File: src/rtl/wfpa_pkg.sv
// ----------------------------------------------------------------------------
// Worst-fit partition allocator package
// Shared constants, field widths and the control/status bundles that pass
// between the controller and the datapath.
// ----------------------------------------------------------------------------
package wfpa_pkg;

    localparam int MAX_PARTITIONS_DEF = 64;

    localparam int SIZE_W  = 24;
    localparam int OWNER_W = 16;
    localparam int SEG_W   = 6;

    // stream packing
    localparam int S_TDATA_W = 40;   // size, process_id
    localparam int M_TDATA_W = 8;    // segment_index, zero fill
    localparam int M_TUSER_W = 2;    // granted, table_full

    localparam logic OP_LOAD    = 1'b0;
    localparam logic OP_REQUEST = 1'b1;

    typedef enum logic [5:0] {
        S_IDLE   = 6'b000001,
        S_SCAN   = 6'b000010,
        S_DRAIN  = 6'b000100,
        S_COMMIT = 6'b001000,
        S_APPEND = 6'b010000,
        S_FINISH = 6'b100000
    } t_state;

    typedef struct packed {
        logic used;
        logic [OWNER_W-1:0] owner;
        logic [SIZE_W-1:0]  size;
    } t_entry;

    typedef struct packed {
        logic capture;
        logic scan_start;
        logic scan_step;
        logic commit;
        logic append;
        logic out_load;
    } t_cmd;

    typedef struct packed {
        logic last_addr;
        logic out_busy;
    } t_status;

endpackage

File: src/rtl/worst_fit_partition_allocator.sv
// Load item: the beat is captured, S_APPEND writes the entry and S_FINISH
// loads the result register once it is free. Request item: scans
// partition_count entries at one per cycle through the single read port of the
// partition table, then S_DRAIN, S_COMMIT and S_FINISH; next beat in S_IDLE.
// One item in flight; a new beat is taken while a result waits downstream.
// Synchronous active-low reset: memory_size 0, one partition, entry 0 free.
// ----------------------------------------------------------------------------
// Worst-fit partition allocator
// Fixed-partition table with append and worst-fit allocation requests.
// ----------------------------------------------------------------------------
module worst_fit_partition_allocator #(
    parameter int MAX_PARTITIONS = wfpa_pkg::MAX_PARTITIONS_DEF
) (
    input  logic                           i_clk,
    input  logic                           i_rst_n,
    input  logic                           i_cfg_we,
    input  logic [wfpa_pkg::SIZE_W-1:0]    i_cfg_wdata,   // memory_size
    input  logic                           i_s_tvalid,
    output logic                           o_s_tready,
    input  logic [wfpa_pkg::S_TDATA_W-1:0] i_s_tdata,     // size[23:0], process_id[39:24]
    input  logic                           i_s_tuser,     // op
    output logic                           o_m_tvalid,
    input  logic                           i_m_tready,
    output logic [wfpa_pkg::M_TDATA_W-1:0] o_m_tdata,     // segment_index[5:0], zero[7:6]
    output logic [wfpa_pkg::M_TUSER_W-1:0] o_m_tuser      // granted[0], table_full[1]
);

    wfpa_pkg::t_cmd    cmd;
    wfpa_pkg::t_status status;

    wfpa_ctrl u_ctrl (
        .i_clk      (i_clk),
        .i_rst_n    (i_rst_n),
        .i_s_tvalid (i_s_tvalid),
        .o_s_tready (o_s_tready),
        .i_op       (i_s_tuser),
        .i_status   (status),
        .o_cmd      (cmd)
    );

    wfpa_dp #(
        .MAX_PARTITIONS (MAX_PARTITIONS)
    ) u_dp (
        .i_clk       (i_clk),
        .i_rst_n     (i_rst_n),
        .i_cmd       (cmd),
        .o_status    (status),
        .i_s_tdata   (i_s_tdata),
        .i_cfg_we    (i_cfg_we),
        .i_cfg_wdata (i_cfg_wdata),
        .o_m_tvalid  (o_m_tvalid),
        .i_m_tready  (i_m_tready),
        .o_m_tdata   (o_m_tdata),
        .o_m_tuser   (o_m_tuser)
    );

endmodule

File: src/rtl/wfpa_ctrl.sv
// ----------------------------------------------------------------------------
// Worst-fit partition allocator controller
// Sequences one item at a time: capture, then table scan and commit or
// append, then hand-off to the result register.
// ----------------------------------------------------------------------------
module wfpa_ctrl (
    input  logic              i_clk,
    input  logic              i_rst_n,
    input  logic              i_s_tvalid,
    output logic              o_s_tready,
    input  logic              i_op,
    input  wfpa_pkg::t_status i_status,
    output wfpa_pkg::t_cmd    o_cmd
);

    wfpa_pkg::t_state r_state, n_state;

    always_ff @(posedge i_clk) begin
        if (!i_rst_n) begin
            r_state <= wfpa_pkg::S_IDLE;
        end else begin
            r_state <= n_state;
        end
    end

    always_comb begin
        n_state    = r_state;
        o_cmd      = '0;
        o_s_tready = 1'b0;
        case (r_state)
            wfpa_pkg::S_IDLE: begin
                o_s_tready = 1'b1;
                if (i_s_tvalid) begin
                    o_cmd.capture = 1'b1;
                    if (i_op == wfpa_pkg::OP_REQUEST) begin
                        o_cmd.scan_start = 1'b1;
                        n_state          = wfpa_pkg::S_SCAN;
                    end else begin
                        n_state = wfpa_pkg::S_APPEND;
                    end
                end
            end
            wfpa_pkg::S_SCAN: begin
                o_cmd.scan_step = 1'b1;
                if (i_status.last_addr) begin
                    n_state = wfpa_pkg::S_DRAIN;
                end
            end
            // let the last read come back and be compared
            wfpa_pkg::S_DRAIN: begin
                n_state = wfpa_pkg::S_COMMIT;
            end
            wfpa_pkg::S_COMMIT: begin
                o_cmd.commit = 1'b1;
                n_state      = wfpa_pkg::S_FINISH;
            end
            wfpa_pkg::S_APPEND: begin
                o_cmd.append = 1'b1;
                n_state      = wfpa_pkg::S_FINISH;
            end
            wfpa_pkg::S_FINISH: begin
                // hold until the result register is free
                if (!i_status.out_busy) begin
                    o_cmd.out_load = 1'b1;
                    n_state        = wfpa_pkg::S_IDLE;
                end
            end
            default: begin
                n_state = wfpa_pkg::S_IDLE;
            end
        endcase
    end

endmodule

File: src/rtl/wfpa_dp.sv
// ----------------------------------------------------------------------------
// Worst-fit partition allocator datapath
// Partition table memory, scan comparator with best-so-far registers,
// append logic and the result register.
// ----------------------------------------------------------------------------
module wfpa_dp #(
    parameter int MAX_PARTITIONS = wfpa_pkg::MAX_PARTITIONS_DEF
) (
    input  logic                             i_clk,
    input  logic                             i_rst_n,
    input  wfpa_pkg::t_cmd                   i_cmd,
    output wfpa_pkg::t_status                o_status,
    input  logic [wfpa_pkg::S_TDATA_W-1:0]   i_s_tdata,
    input  logic                             i_cfg_we,
    input  logic [wfpa_pkg::SIZE_W-1:0]      i_cfg_wdata,
    output logic                             o_m_tvalid,
    input  logic                             i_m_tready,
    output logic [wfpa_pkg::M_TDATA_W-1:0]   o_m_tdata,
    output logic [wfpa_pkg::M_TUSER_W-1:0]   o_m_tuser
);

    localparam int ADDR_W = $clog2(MAX_PARTITIONS);
    localparam int CNT_W  = $clog2(MAX_PARTITIONS + 1);
    localparam int SIZE_W = wfpa_pkg::SIZE_W;
    localparam int OWN_W  = wfpa_pkg::OWNER_W;
    localparam int SEG_W  = wfpa_pkg::SEG_W;

    wfpa_pkg::t_entry r_mem [MAX_PARTITIONS];
    wfpa_pkg::t_entry r_rd_data;

    logic [SIZE_W-1:0] r_mem_size;
    logic [CNT_W-1:0]  r_count;
    logic              r_used0;
    logic [OWN_W-1:0]  r_owner0;

    logic [SIZE_W-1:0] r_size;
    logic [OWN_W-1:0]  r_pid;

    logic [ADDR_W-1:0] r_addr;
    logic              r_rd_vld;
    logic [ADDR_W-1:0] r_rd_idx;

    logic              r_found;
    logic [ADDR_W-1:0] r_best;
    logic [SIZE_W-1:0] r_best_size;

    logic              r_res_granted;
    logic              r_res_full;
    logic [ADDR_W-1:0] r_res_idx;

    logic              r_out_valid;
    logic              r_out_granted;
    logic              r_out_full;
    logic [SEG_W-1:0]  r_out_seg;

    logic                 w_we;
    logic [ADDR_W-1:0]    w_addr;
    wfpa_pkg::t_entry     w_data;
    logic [SIZE_W-1:0]    cand_size;
    logic                 cand_used;
    logic                 better;
    logic                 tbl_full;
    logic [ADDR_W+SEG_W-1:0] res_idx_ext;

    assign tbl_full = (r_count == CNT_W'(MAX_PARTITIONS));

    // entry 0 lives in registers; its size is the configured memory size
    assign cand_size = (r_rd_idx == '0) ? r_mem_size : r_rd_data.size;
    assign cand_used = (r_rd_idx == '0) ? r_used0    : r_rd_data.used;
    // larger size means larger leftover for the same request
    assign better = r_rd_vld && !cand_used && (cand_size >= r_size)
                    && (!r_found || (cand_size > r_best_size));

    assign o_status.last_addr = (CNT_W'(r_addr) == (r_count - CNT_W'(1)));
    assign o_status.out_busy  = r_out_valid && !i_m_tready;

    always_comb begin
        w_we   = 1'b0;
        w_addr = r_count[ADDR_W-1:0];
        w_data = '{used: 1'b0, owner: '0, size: r_size};
        if (i_cmd.append && !tbl_full) begin
            w_we = 1'b1;
        end else if (i_cmd.commit && r_found && (r_best != '0)) begin
            w_we   = 1'b1;
            w_addr = r_best;
            w_data = '{used: 1'b1, owner: r_pid, size: r_best_size};
        end
    end

    always_ff @(posedge i_clk) begin
        if (w_we) begin
            r_mem[w_addr] <= w_data;
        end
        r_rd_data <= r_mem[r_addr];
    end

    // control and architectural state
    always_ff @(posedge i_clk) begin
        if (!i_rst_n) begin
            r_mem_size  <= '0;
            r_count     <= CNT_W'(1);
            r_used0     <= 1'b0;
            r_owner0    <= '0;
            r_rd_vld    <= 1'b0;
            r_found     <= 1'b0;
            r_out_valid <= 1'b0;
        end else begin
            if (i_cfg_we) begin
                r_mem_size <= i_cfg_wdata;
            end
            r_rd_vld <= i_cmd.scan_step;
            if (i_cmd.scan_start) begin
                r_found <= 1'b0;
            end else if (better) begin
                r_found <= 1'b1;
            end
            if (i_cmd.append && !tbl_full) begin
                r_count <= r_count + CNT_W'(1);
            end
            if (i_cmd.commit && r_found && (r_best == '0)) begin
                r_used0  <= 1'b1;
                r_owner0 <= r_pid;
            end
            if (i_cmd.out_load) begin
                r_out_valid <= 1'b1;
            end else if (i_m_tready) begin
                r_out_valid <= 1'b0;
            end
        end
    end

    // payload
    always_ff @(posedge i_clk) begin
        if (i_cmd.capture) begin
            r_size <= i_s_tdata[SIZE_W-1:0];
            r_pid  <= i_s_tdata[SIZE_W +: OWN_W];
        end
        if (i_cmd.scan_start) begin
            r_addr <= '0;
        end else if (i_cmd.scan_step) begin
            r_addr <= r_addr + ADDR_W'(1);
        end
        r_rd_idx <= r_addr;
        if (better) begin
            r_best      <= r_rd_idx;
            r_best_size <= cand_size;
        end
        if (i_cmd.append) begin
            r_res_granted <= !tbl_full;
            r_res_full    <= tbl_full;
            r_res_idx     <= tbl_full ? '0 : r_count[ADDR_W-1:0];
        end else if (i_cmd.commit) begin
            r_res_granted <= r_found;
            r_res_full    <= 1'b0;
            r_res_idx     <= r_found ? r_best : '0;
        end
        if (i_cmd.out_load) begin
            r_out_granted <= r_res_granted;
            r_out_full    <= r_res_full;
            r_out_seg     <= res_idx_ext[SEG_W-1:0];
        end
    end

    assign res_idx_ext = {{SEG_W{1'b0}}, r_res_idx};

    assign o_m_tvalid = r_out_valid;
    assign o_m_tdata  = {{(wfpa_pkg::M_TDATA_W - SEG_W){1'b0}}, r_out_seg};
    assign o_m_tuser  = {r_out_full, r_out_granted};

endmodule

File: config.mk
export PLATFORM = sky130hd
export DESIGN_NAME = worst_fit_partition_allocator
export DESIGN_NICKNAME = d
export VERILOG_FILES = /design/src/rtl/wfpa_pkg.sv /design/src/rtl/worst_fit_partition_allocator.sv /design/src/rtl/wfpa_ctrl.sv /design/src/rtl/wfpa_dp.sv
export SDC_FILE = /design/constraint.sdc
export NUM_CORES = 2
export LEC_CHECK = 0
export BUFFER_PORTS_ARGS = -buffer_cell sky130_fd_sc_hd__buf_2
export CORE_ASPECT_RATIO = 0.75
export CORE_MARGIN = 2
export CORE_UTILIZATION = 45
export CTS_CLUSTER_DIAMETER = 100
export DETAILED_ROUTE_END_ITERATION = 6
export PLACE_DENSITY = 0.6
export REMOVE_ABC_BUFFERS = 1
export SLEW_MARGIN = 20
export SYNTH_ARGS = -nofsm -noshare
export SYNTH_HDL_FRONTEND = slang
export SYNTH_SLANG_ARGS = --single-unit
File: constraint.sdc
create_clock -name i_clk -period 11.25 [get_ports i_clk]
set_clock_uncertainty 0.1 [all_clocks]
set_input_delay 1.125 -clock i_clk [delete_from_list [all_inputs] [get_ports i_clk]]
set_output_delay 1.125 -clock i_clk [all_outputs]
set_load 0.1 [all_outputs]
======== After elaboration in Yosys (flattened, before gate mapping) ========
Memories as Yosys holds them, arrays and structs flattened. A register that Yosys moved wholly into a read port is not among the register bits.
Index checks and enable logic that the tools add are counted.
storage, ports and cells
  register bits ........................... 139
  output and inout bits ................... 12
  input port bits ......................... 70
  bits in writable memories ............... 2624
  memories kept ........................... 1
operators by class
  add/subtract/negate cells ............... 3
  multiplexer cells ....................... 34
  magnitude comparators ................... 2
  reductions and logical operators ........ 21
  bitwise gates (word level) .............. 1
  equal/unequal tests ..................... 11
memory list
  memory      depth  width  rd ports  clocked after memory_dff  write ports  RTL line       RTL
  u_dp.r_mem  64     41     1         1                         1            wfpa_dp.sv:28  wfpa_pkg::t_entry r_mem [MAX_PARTITIONS];
operator list
  kind                   count
  $mux W41               2
  $mux W6                9
  $pmux W6 S5            1
  $ge A24 B24 Y1         1
  $gt A24 B24 Y1         1
  $mux W24               1
  $mux W1                18
  $logic_not A6 Y1       2
  $logic_and A1 B1 Y1    8
  $add A7 B1 Y7 const B  1
  $eq A6 B7 Y1           1
  $eq A7 B7 Y1 const B   1
  $sub A7 B1 Y7 const B  1
  $add A6 B1 Y6 const B  1
  $eq A6 B1 Y1 const B   1
  $eq A6 B2 Y1 const B   1
  $eq A6 B3 Y1 const B   1
  $eq A6 B4 Y1 const B   1
  $eq A6 B5 Y1 const B   1
  $eq A6 B6 Y1 const B   1
  $ne A2 B2 Y1 const B   3
  $reduce_bool A6 Y1     1
  $mux W5                1
  $logic_not A1 Y1       4
  other kinds (6)        9

======== Logic depth before layout (Yosys ltp) ========
  word-level depth ........................ 8
  depth in mapped cells ................... 11

======== By module ========
Synthesis repeated with hierarchy kept, for this count alone.
second synthesis, totals
  cells, all modules ...................... 3022
  area, all modules ....................... 67681.2 um^2
modules (own cells, without submodules)
  module     area each (um^2)  instances  cells each
  wfpa_dp    67307.1           1          2981
  wfpa_ctrl  374.1             1          41

======== Worst setup path after synthesis ========
No wires, ideal clock.
  path type ............................... register -> register
  start point ............................. register u_dp.r_best[1]
  end point ............................... memory u_dp.r_mem[0][15] in the netlist's numbering (data pin)
  cell stages (with the launch flop) ...... 7
  setup time .............................. 0.704 ns
  period minus slack after synthesis ...... 5.261 ns
  path buffers ............................ 3
  arrival ................................. 4.457 ns
  data required time ...................... 10.446 ns
  slack ................................... 5.989 ns
  cell sequence ........................... edfxtp_1 -> nor4_1 -> a21oi_4 -> buf_2 -> buf_2 -> buf_2 -> o21ai_0
RTL lines
  what                    RTL line        RTL
  start, declared         wfpa_dp.sv:44   logic [ADDR_W-1:0] r_best;
  start signal, assigned  wfpa_dp.sv:145  r_best <= r_rd_idx;
  end, declared           wfpa_dp.sv:28

======== Worst setup path after layout ========
  start point ............................. register u_dp.r_rd_idx[5]
  end point ............................... register u_dp.r_best_size[14] (enable)
on the way
  elaborated cells between the ends (all ways) .. 10
  classes of those cells .................. order compare: 2; mux: 2; reduce/logical: 6
RTL lines
  what                                                              RTL line                      RTL
  start, declared                                                   wfpa_dp.sv:41                 logic [ADDR_W-1:0] r_rd_idx;
  start signal, assigned                                            wfpa_dp.sv:143                r_rd_idx <= r_addr;
  $logic_not A6 Y1 *                                                wfpa_dp.sv:68                 assign cand_size = (r_rd_idx == '0) ? r_mem_size : r_rd_data.size;
  $mux W24 *                                                        wfpa_dp.sv:68
  net u_dp.cand_size[17]                                            wfpa_dp.sv:59                 logic [SIZE_W-1:0] cand_size;
  $ge A24 B24 Y1 / $gt A24 B24 Y1 (equally long branches)           wfpa_dp.sv:71, wfpa_dp.sv:72
  $logic_and A1 B1 Y1 / $logic_or A1 B1 Y1 (equally long branches)  wfpa_dp.sv:71, wfpa_dp.sv:72
  $logic_and A1 B1 Y1 *                                             wfpa_dp.sv:72                 && (!r_found || (cand_size > r_best_size));
  net u_dp.better                                                   wfpa_dp.sv:61                 logic better;
  end signal, assigned                                              wfpa_dp.sv:146                r_best_size <= cand_size;
  end, declared                                                     wfpa_dp.sv:45                 logic [SIZE_W-1:0] r_best_size;
The timed path passes the listed nets; every way through them passes the cells marked *.
A chain may end at the register's enable or synchronous reset.

==> results by stage <==
Status:
- The flow ran to the end, and the final reports show no timing, DRC or antenna violations.

Clock network:
- For this design, the CTS-stage hold fixing added 0 buffers.
- The TritonCTS buffer count is roughly 160.
- The maximum root-to-sink buffer count is 3.
- The cell sitting at the root of the clock tree is a sky130_fd_sc_hd__clkbuf_16.
- The CTS clock-pin slew for the worst setup and hold paths is 60 ps.
- TritonCTS built the clock tree.
- The H-tree depth is 4.
- In this run, post-CTS repair resized a total of 0 instances.
- Post-CTS timing repair inserted 0 buffers for setup.
- The clock insertion delay at the later pin of the skew report is about 800 ps.
- The clock net in this run drives a total of 1748 sinks.

Route:
- The first routing iteration left about 4.3k violations.
- The final layout contains routed wiring with a total length of between 150000 and 200000 um.
- The count of nets left with antenna violations after detail routing is 0.
- The number of vias per cell after detailed routing is approximately 6.
- For this run, design rule violations remaining after detail routing come to 0.
- For this block, the via count after detailed routing is 32.27k.
- The detail-routed net length per standard cell is between 30 and 40 um.
- The total iterations of the first detailed-routing run is 7.

Run:
- Across the run, the number of max-cap violations was 0.

Die:
- The vertical die dimension is between 300 and 400 um.
- The number of top-level design ports is 82.
- The placeable core region is ~150000 um2.
- The initialized floorplan defines 123 standard-cell rows.
- The chip width is 452.0 um.
- The die covers between 150000 and 200000 um2.
- The effective utilization at floorplan is between 40% and 50%.

Yosys:
- Synthesis handed over a netlist of slightly above 3k instances.
- After synthesis, the largest area contributor takes up about three quarters of total cell area.
- Yosys mapped a number of flops with a built-in enable equal to around 1.7k.
- The synthesized netlist occupies a cell area of just under 70000 um2.
- The most used flip-flop cell after synthesis is sky130_fd_sc_hd__edfxtp_1.
- Ranked by total cell area, the synthesized netlist is headed by sky130_fd_sc_hd__edfxtp_1 74%, sky130_fd_sc_hd__mux4_2 16%, sky130_fd_sc_hd__dfxtp_1 2.3%, sky130_fd_sc_hd__mux2i_1 1.0%, sky130_fd_sc_hd__ha_1 0.90%.
- The post-synthesis area per instance is roughly 22 um2.
- The number of unique standard cell types used by synthesis is 60.
- Counting flops with an async set or reset pin after synthesis yields a share of 0%.
- The number of flip-flops and latches in the synthesized netlist is around 1.7k.
- The sequential cell area fraction in the yosys report is between 70% and 80%.
- sky130_fd_sc_hd__edfxtp_1 takes more of the synthesized area than any other cell.
- The number of warning messages in the yosys log is 0.

Power and ir drop:
- The relative contribution of combinational cells to total power is ~10%.
- The power per cell area is approximately 180 nW/um2.
- The total power is roughly 14 mW.
- Net switching is roughly 22% of the power.
- Registers are responsible for roughly 52% of the overall power.
- Per report_power, the clock group accounts for a little under two fifths of the total.
- In this run the static leakage power is 23.51 nW.
- VDD sags by at most between 0.1 and 0.15 mV.
- The analysis attributes to net switching a power of about 3.2 mW.
- The internal power is between 10 and 15 mW.

Timing:
- The final max-slew violation count is 0.
- Hold timing on the final database bottoms out at a slack of about 320 ps.
- The slew of the pin with the lowest slew margin is between 1000 and 1500 ps.
- The post-route setup TNS is 0 ps.
- The final period demand of the worst path is approximately 5000 ps.
- Setup repair after global routing left no endpoint under its margin.
- The fraction of the cycle the final worst path needs is about 44%.
- In this run the tightest slew margin relative to its limit is 20.90%.
- Setup violations remaining at the end of the flow were counted as 0.
- The highest clock frequency the design can meet is 0.1998 GHz.
- The number of hold violations in the final report is 0.

Global route:
- Global routing finished with a remaining overflow of 0.
- The number of antenna violations at the first check in global routing is 9.
- Global routing used a little over a fifth of the available tracks.
- The first global-routing pass estimated roughly 240000 um of wire.
- The pin count of the biggest net entering global routing is around 160.
- The via count of the first global-routing pass is 32.56k.

Final layout:
- After routing the design area is 76670 um2.
- The library cells used most frequently in the layout, excluding fill and tap cells, are 1670 x sky130_fd_sc_hd__edfxtp_1, 473 x sky130_fd_sc_hd__mux4_2, 167 x sky130_fd_sc_hd__clkbuf_16.
- The final cell utilization of the core is about half.
- Cells with a size suffix above 1 make up approximately 30% of the layout.
- Relative to the synthesized area, the layout overhead comes to 13.16%.
- The most common library cell in the layout ignoring fill and taps is sky130_fd_sc_hd__edfxtp_1.
- The net count of the finished layout is 3377.
- Counting the fill cells in the layout gives roughly 12k.

Setup path:
- The maximum net fanout on the critical path is 24.
- The delay contributed by the slowest stage of the critical path is approximately 840 ps.
- STA puts the critical path data required time at 11600 ps.
- The endpoint class of the critical path is a flop.
- Traced cell by cell, the critical path runs through nor4_1, nand2_1, buf_4, mux2_2, ha_1, nand4_1, nor4_1, nand2_1, o41ai_1, a21oi_1, nor2b_2, buf_4.
- Among all stages on the critical path, the largest delay is contributed by sky130_fd_sc_hd__nor4_1.
- By startpoint and endpoint, the worst setup path is classified as flop to flop.
- Counting both buffers and inverters, the worst setup path holds a total of 2.
- The data arrival time of the critical path is about 5400 ps.
- The worst setup path is launched from a flop.
- The family of cells with the greatest summed delay on the critical path is simple AND/OR/NAND/NOR gates.

Place:
- The cell area reported after detailed placement is ~70000 um2.
- Detailed placement finished with a half-perimeter wire length of between 90000 and 100000 um.
- Port buffering added between 60 and 70 buffers.
- Routability-driven placement finished with a final weighted congestion of just over 0.9.

Min path:
- The worst min-delay path class is flop to flop.
==> state kept, by name, summed over array words and instances, names as in the netlist, 6 cells and up <==
name and flops:
u_ctrl.r_state 6, u_dp.r_best_size 24, u_dp.r_best 6, u_dp.r_mem 1600, u_dp.r_rd_idx 6, u_dp.r_out_seg 6, u_dp.r_size 24, u_dp.r_count 7
u_dp.r_addr 6, u_dp.r_res_idx 6, u_dp.r_mem_size 24, u_dp.r_rd_data 25
==> power by group through the flow <==
| stage | Combinational, mW | Sequential [mW] | Clock (mW) |
|---|---|---|---|
| after floorplan | 1.38 | 7.59 | 0 |
| after global placement | 1.39 | 7.43 | 0 |
| after detailed placement | 1.43 | 7.43 | 0 |
| after CTS | 1.43 | 7.29 | 5.41 |
| after global routing | 1.52 | 7.29 | 5.66 |
| final | 1.41 | 7.29 | 5.31 |
==> cells in the mapped netlist (4+ instances only) <==
master / instances
sky130_fd_sc_hd__edfxtp_1: 1670
sky130_fd_sc_hd__mux4_2: 473
sky130_fd_sc_hd__nor2_1: 87
sky130_fd_sc_hd__clkbuf_1: 86
sky130_fd_sc_hd__nand2_1: 79
sky130_fd_sc_hd__dfxtp_1: 78
sky130_fd_sc_hd__mux2i_1: 71
sky130_fd_sc_hd__inv_1: 56
sky130_fd_sc_hd__nor2b_1: 54
sky130_fd_sc_hd__ha_1: 49
sky130_fd_sc_hd__buf_2: 46
sky130_fd_sc_hd__o21ai_0: 32
sky130_fd_sc_hd__mux2_2: 30
sky130_fd_sc_hd__buf_1: 29
sky130_fd_sc_hd__a211oi_1: 23
sky130_fd_sc_hd__a21oi_1: 22
sky130_fd_sc_hd__a2111oi_0: 13
sky130_fd_sc_hd__a22o_1: 13
sky130_fd_sc_hd__xnor2_1: 13
sky130_fd_sc_hd__a221o_1: 12
sky130_fd_sc_hd__nand3_1: 11
sky130_fd_sc_hd__nand4_1: 11
sky130_fd_sc_hd__a31oi_1: 9
sky130_fd_sc_hd__and2_1: 9
sky130_fd_sc_hd__a21o_1: 7
sky130_fd_sc_hd__nand2b_1: 7
sky130_fd_sc_hd__a22oi_1: 6
sky130_fd_sc_hd__nor4_1: 6
sky130_fd_sc_hd__or3_1: 6
sky130_fd_sc_hd__xor2_1: 6
sky130_fd_sc_hd__buf_4: 5
sky130_fd_sc_hd__o21a_1: 5
sky130_fd_sc_hd__o221ai_1: 5
sky130_fd_sc_hd__nor3b_1: 4
sky130_fd_sc_hd__o2111ai_1: 4
==> cell type report <==
type | instances | area (um2) | share of cell area (%)
well taps | 2000 | 2502 | 3.264
diodes | 1 | 2.502 | 0.003264
clock inverters | 90 | 739.5 | 0.9645
inverters | 56 | 210.2 | 0.2742
multi-input cells | 1104 | 15740 | 20.52
repair buffers | 186 | 1389 | 1.812
flip-flops and latches | 1748 | 51730 | 67.47
clock buffers | 205 | 4362 | 5.689
==> path summary, 6_finish.rpt <==
check                                            end                from  slack [ps]  cells past startpoint
worst max-delay path            u_dp.r_best_size[14]    u_dp.r_rd_idx[5]        6250                     12
worst min-delay path              u_dp.r_out_granted  u_dp.r_res_granted         320                      0
worst max register to register  u_dp.r_best_size[14]    u_dp.r_rd_idx[5]        6250                     12
worst min register to register    u_dp.r_out_granted  u_dp.r_res_granted         320                      0
==> worst register-to-register path: cells and delay by family (launching register included) <==
kind	cells	cell delay, ps
AOI/OAI and AO/OA	2	460
adders and majority gates	1	330
buffers and inverters	2	750
DFF	1	320
muxes	1	390
and+or+nand+nor	6	2310
==> per-layer routing <==
layer,routed length [um],track usage [%],share of wire [%]
met3,14550,4.365,8.7
met4,3380,5.623,2.0
met1,72590,33.26,43
met2,76800,32.74,46
met5,11,0,0.0066
==> per-stage QoR <==
stage	instances	setup WS [ps]
floorplan	2908	-7221
global placement	5089	6314
detailed placement	5090	6287
CTS	5385	6250
global route	5389	5986
finish	5390	6246
==> logic make-up after synthesis <==
logic type	count (synthesis)	synth area share [%]
flip-flops	1748	76.33
AND/OR/NAND/NOR	290	2.081
buffers and inverters	222	1.343
XOR/XNOR	19	0.2456
adder cells (fa/ha/maj)	49	0.9050
other	1	0.005535
multiplexers	574	17.27
AO/OA/AOI/OAI	170	1.821
Note: power is estimated with default switching activity, not from simulation.
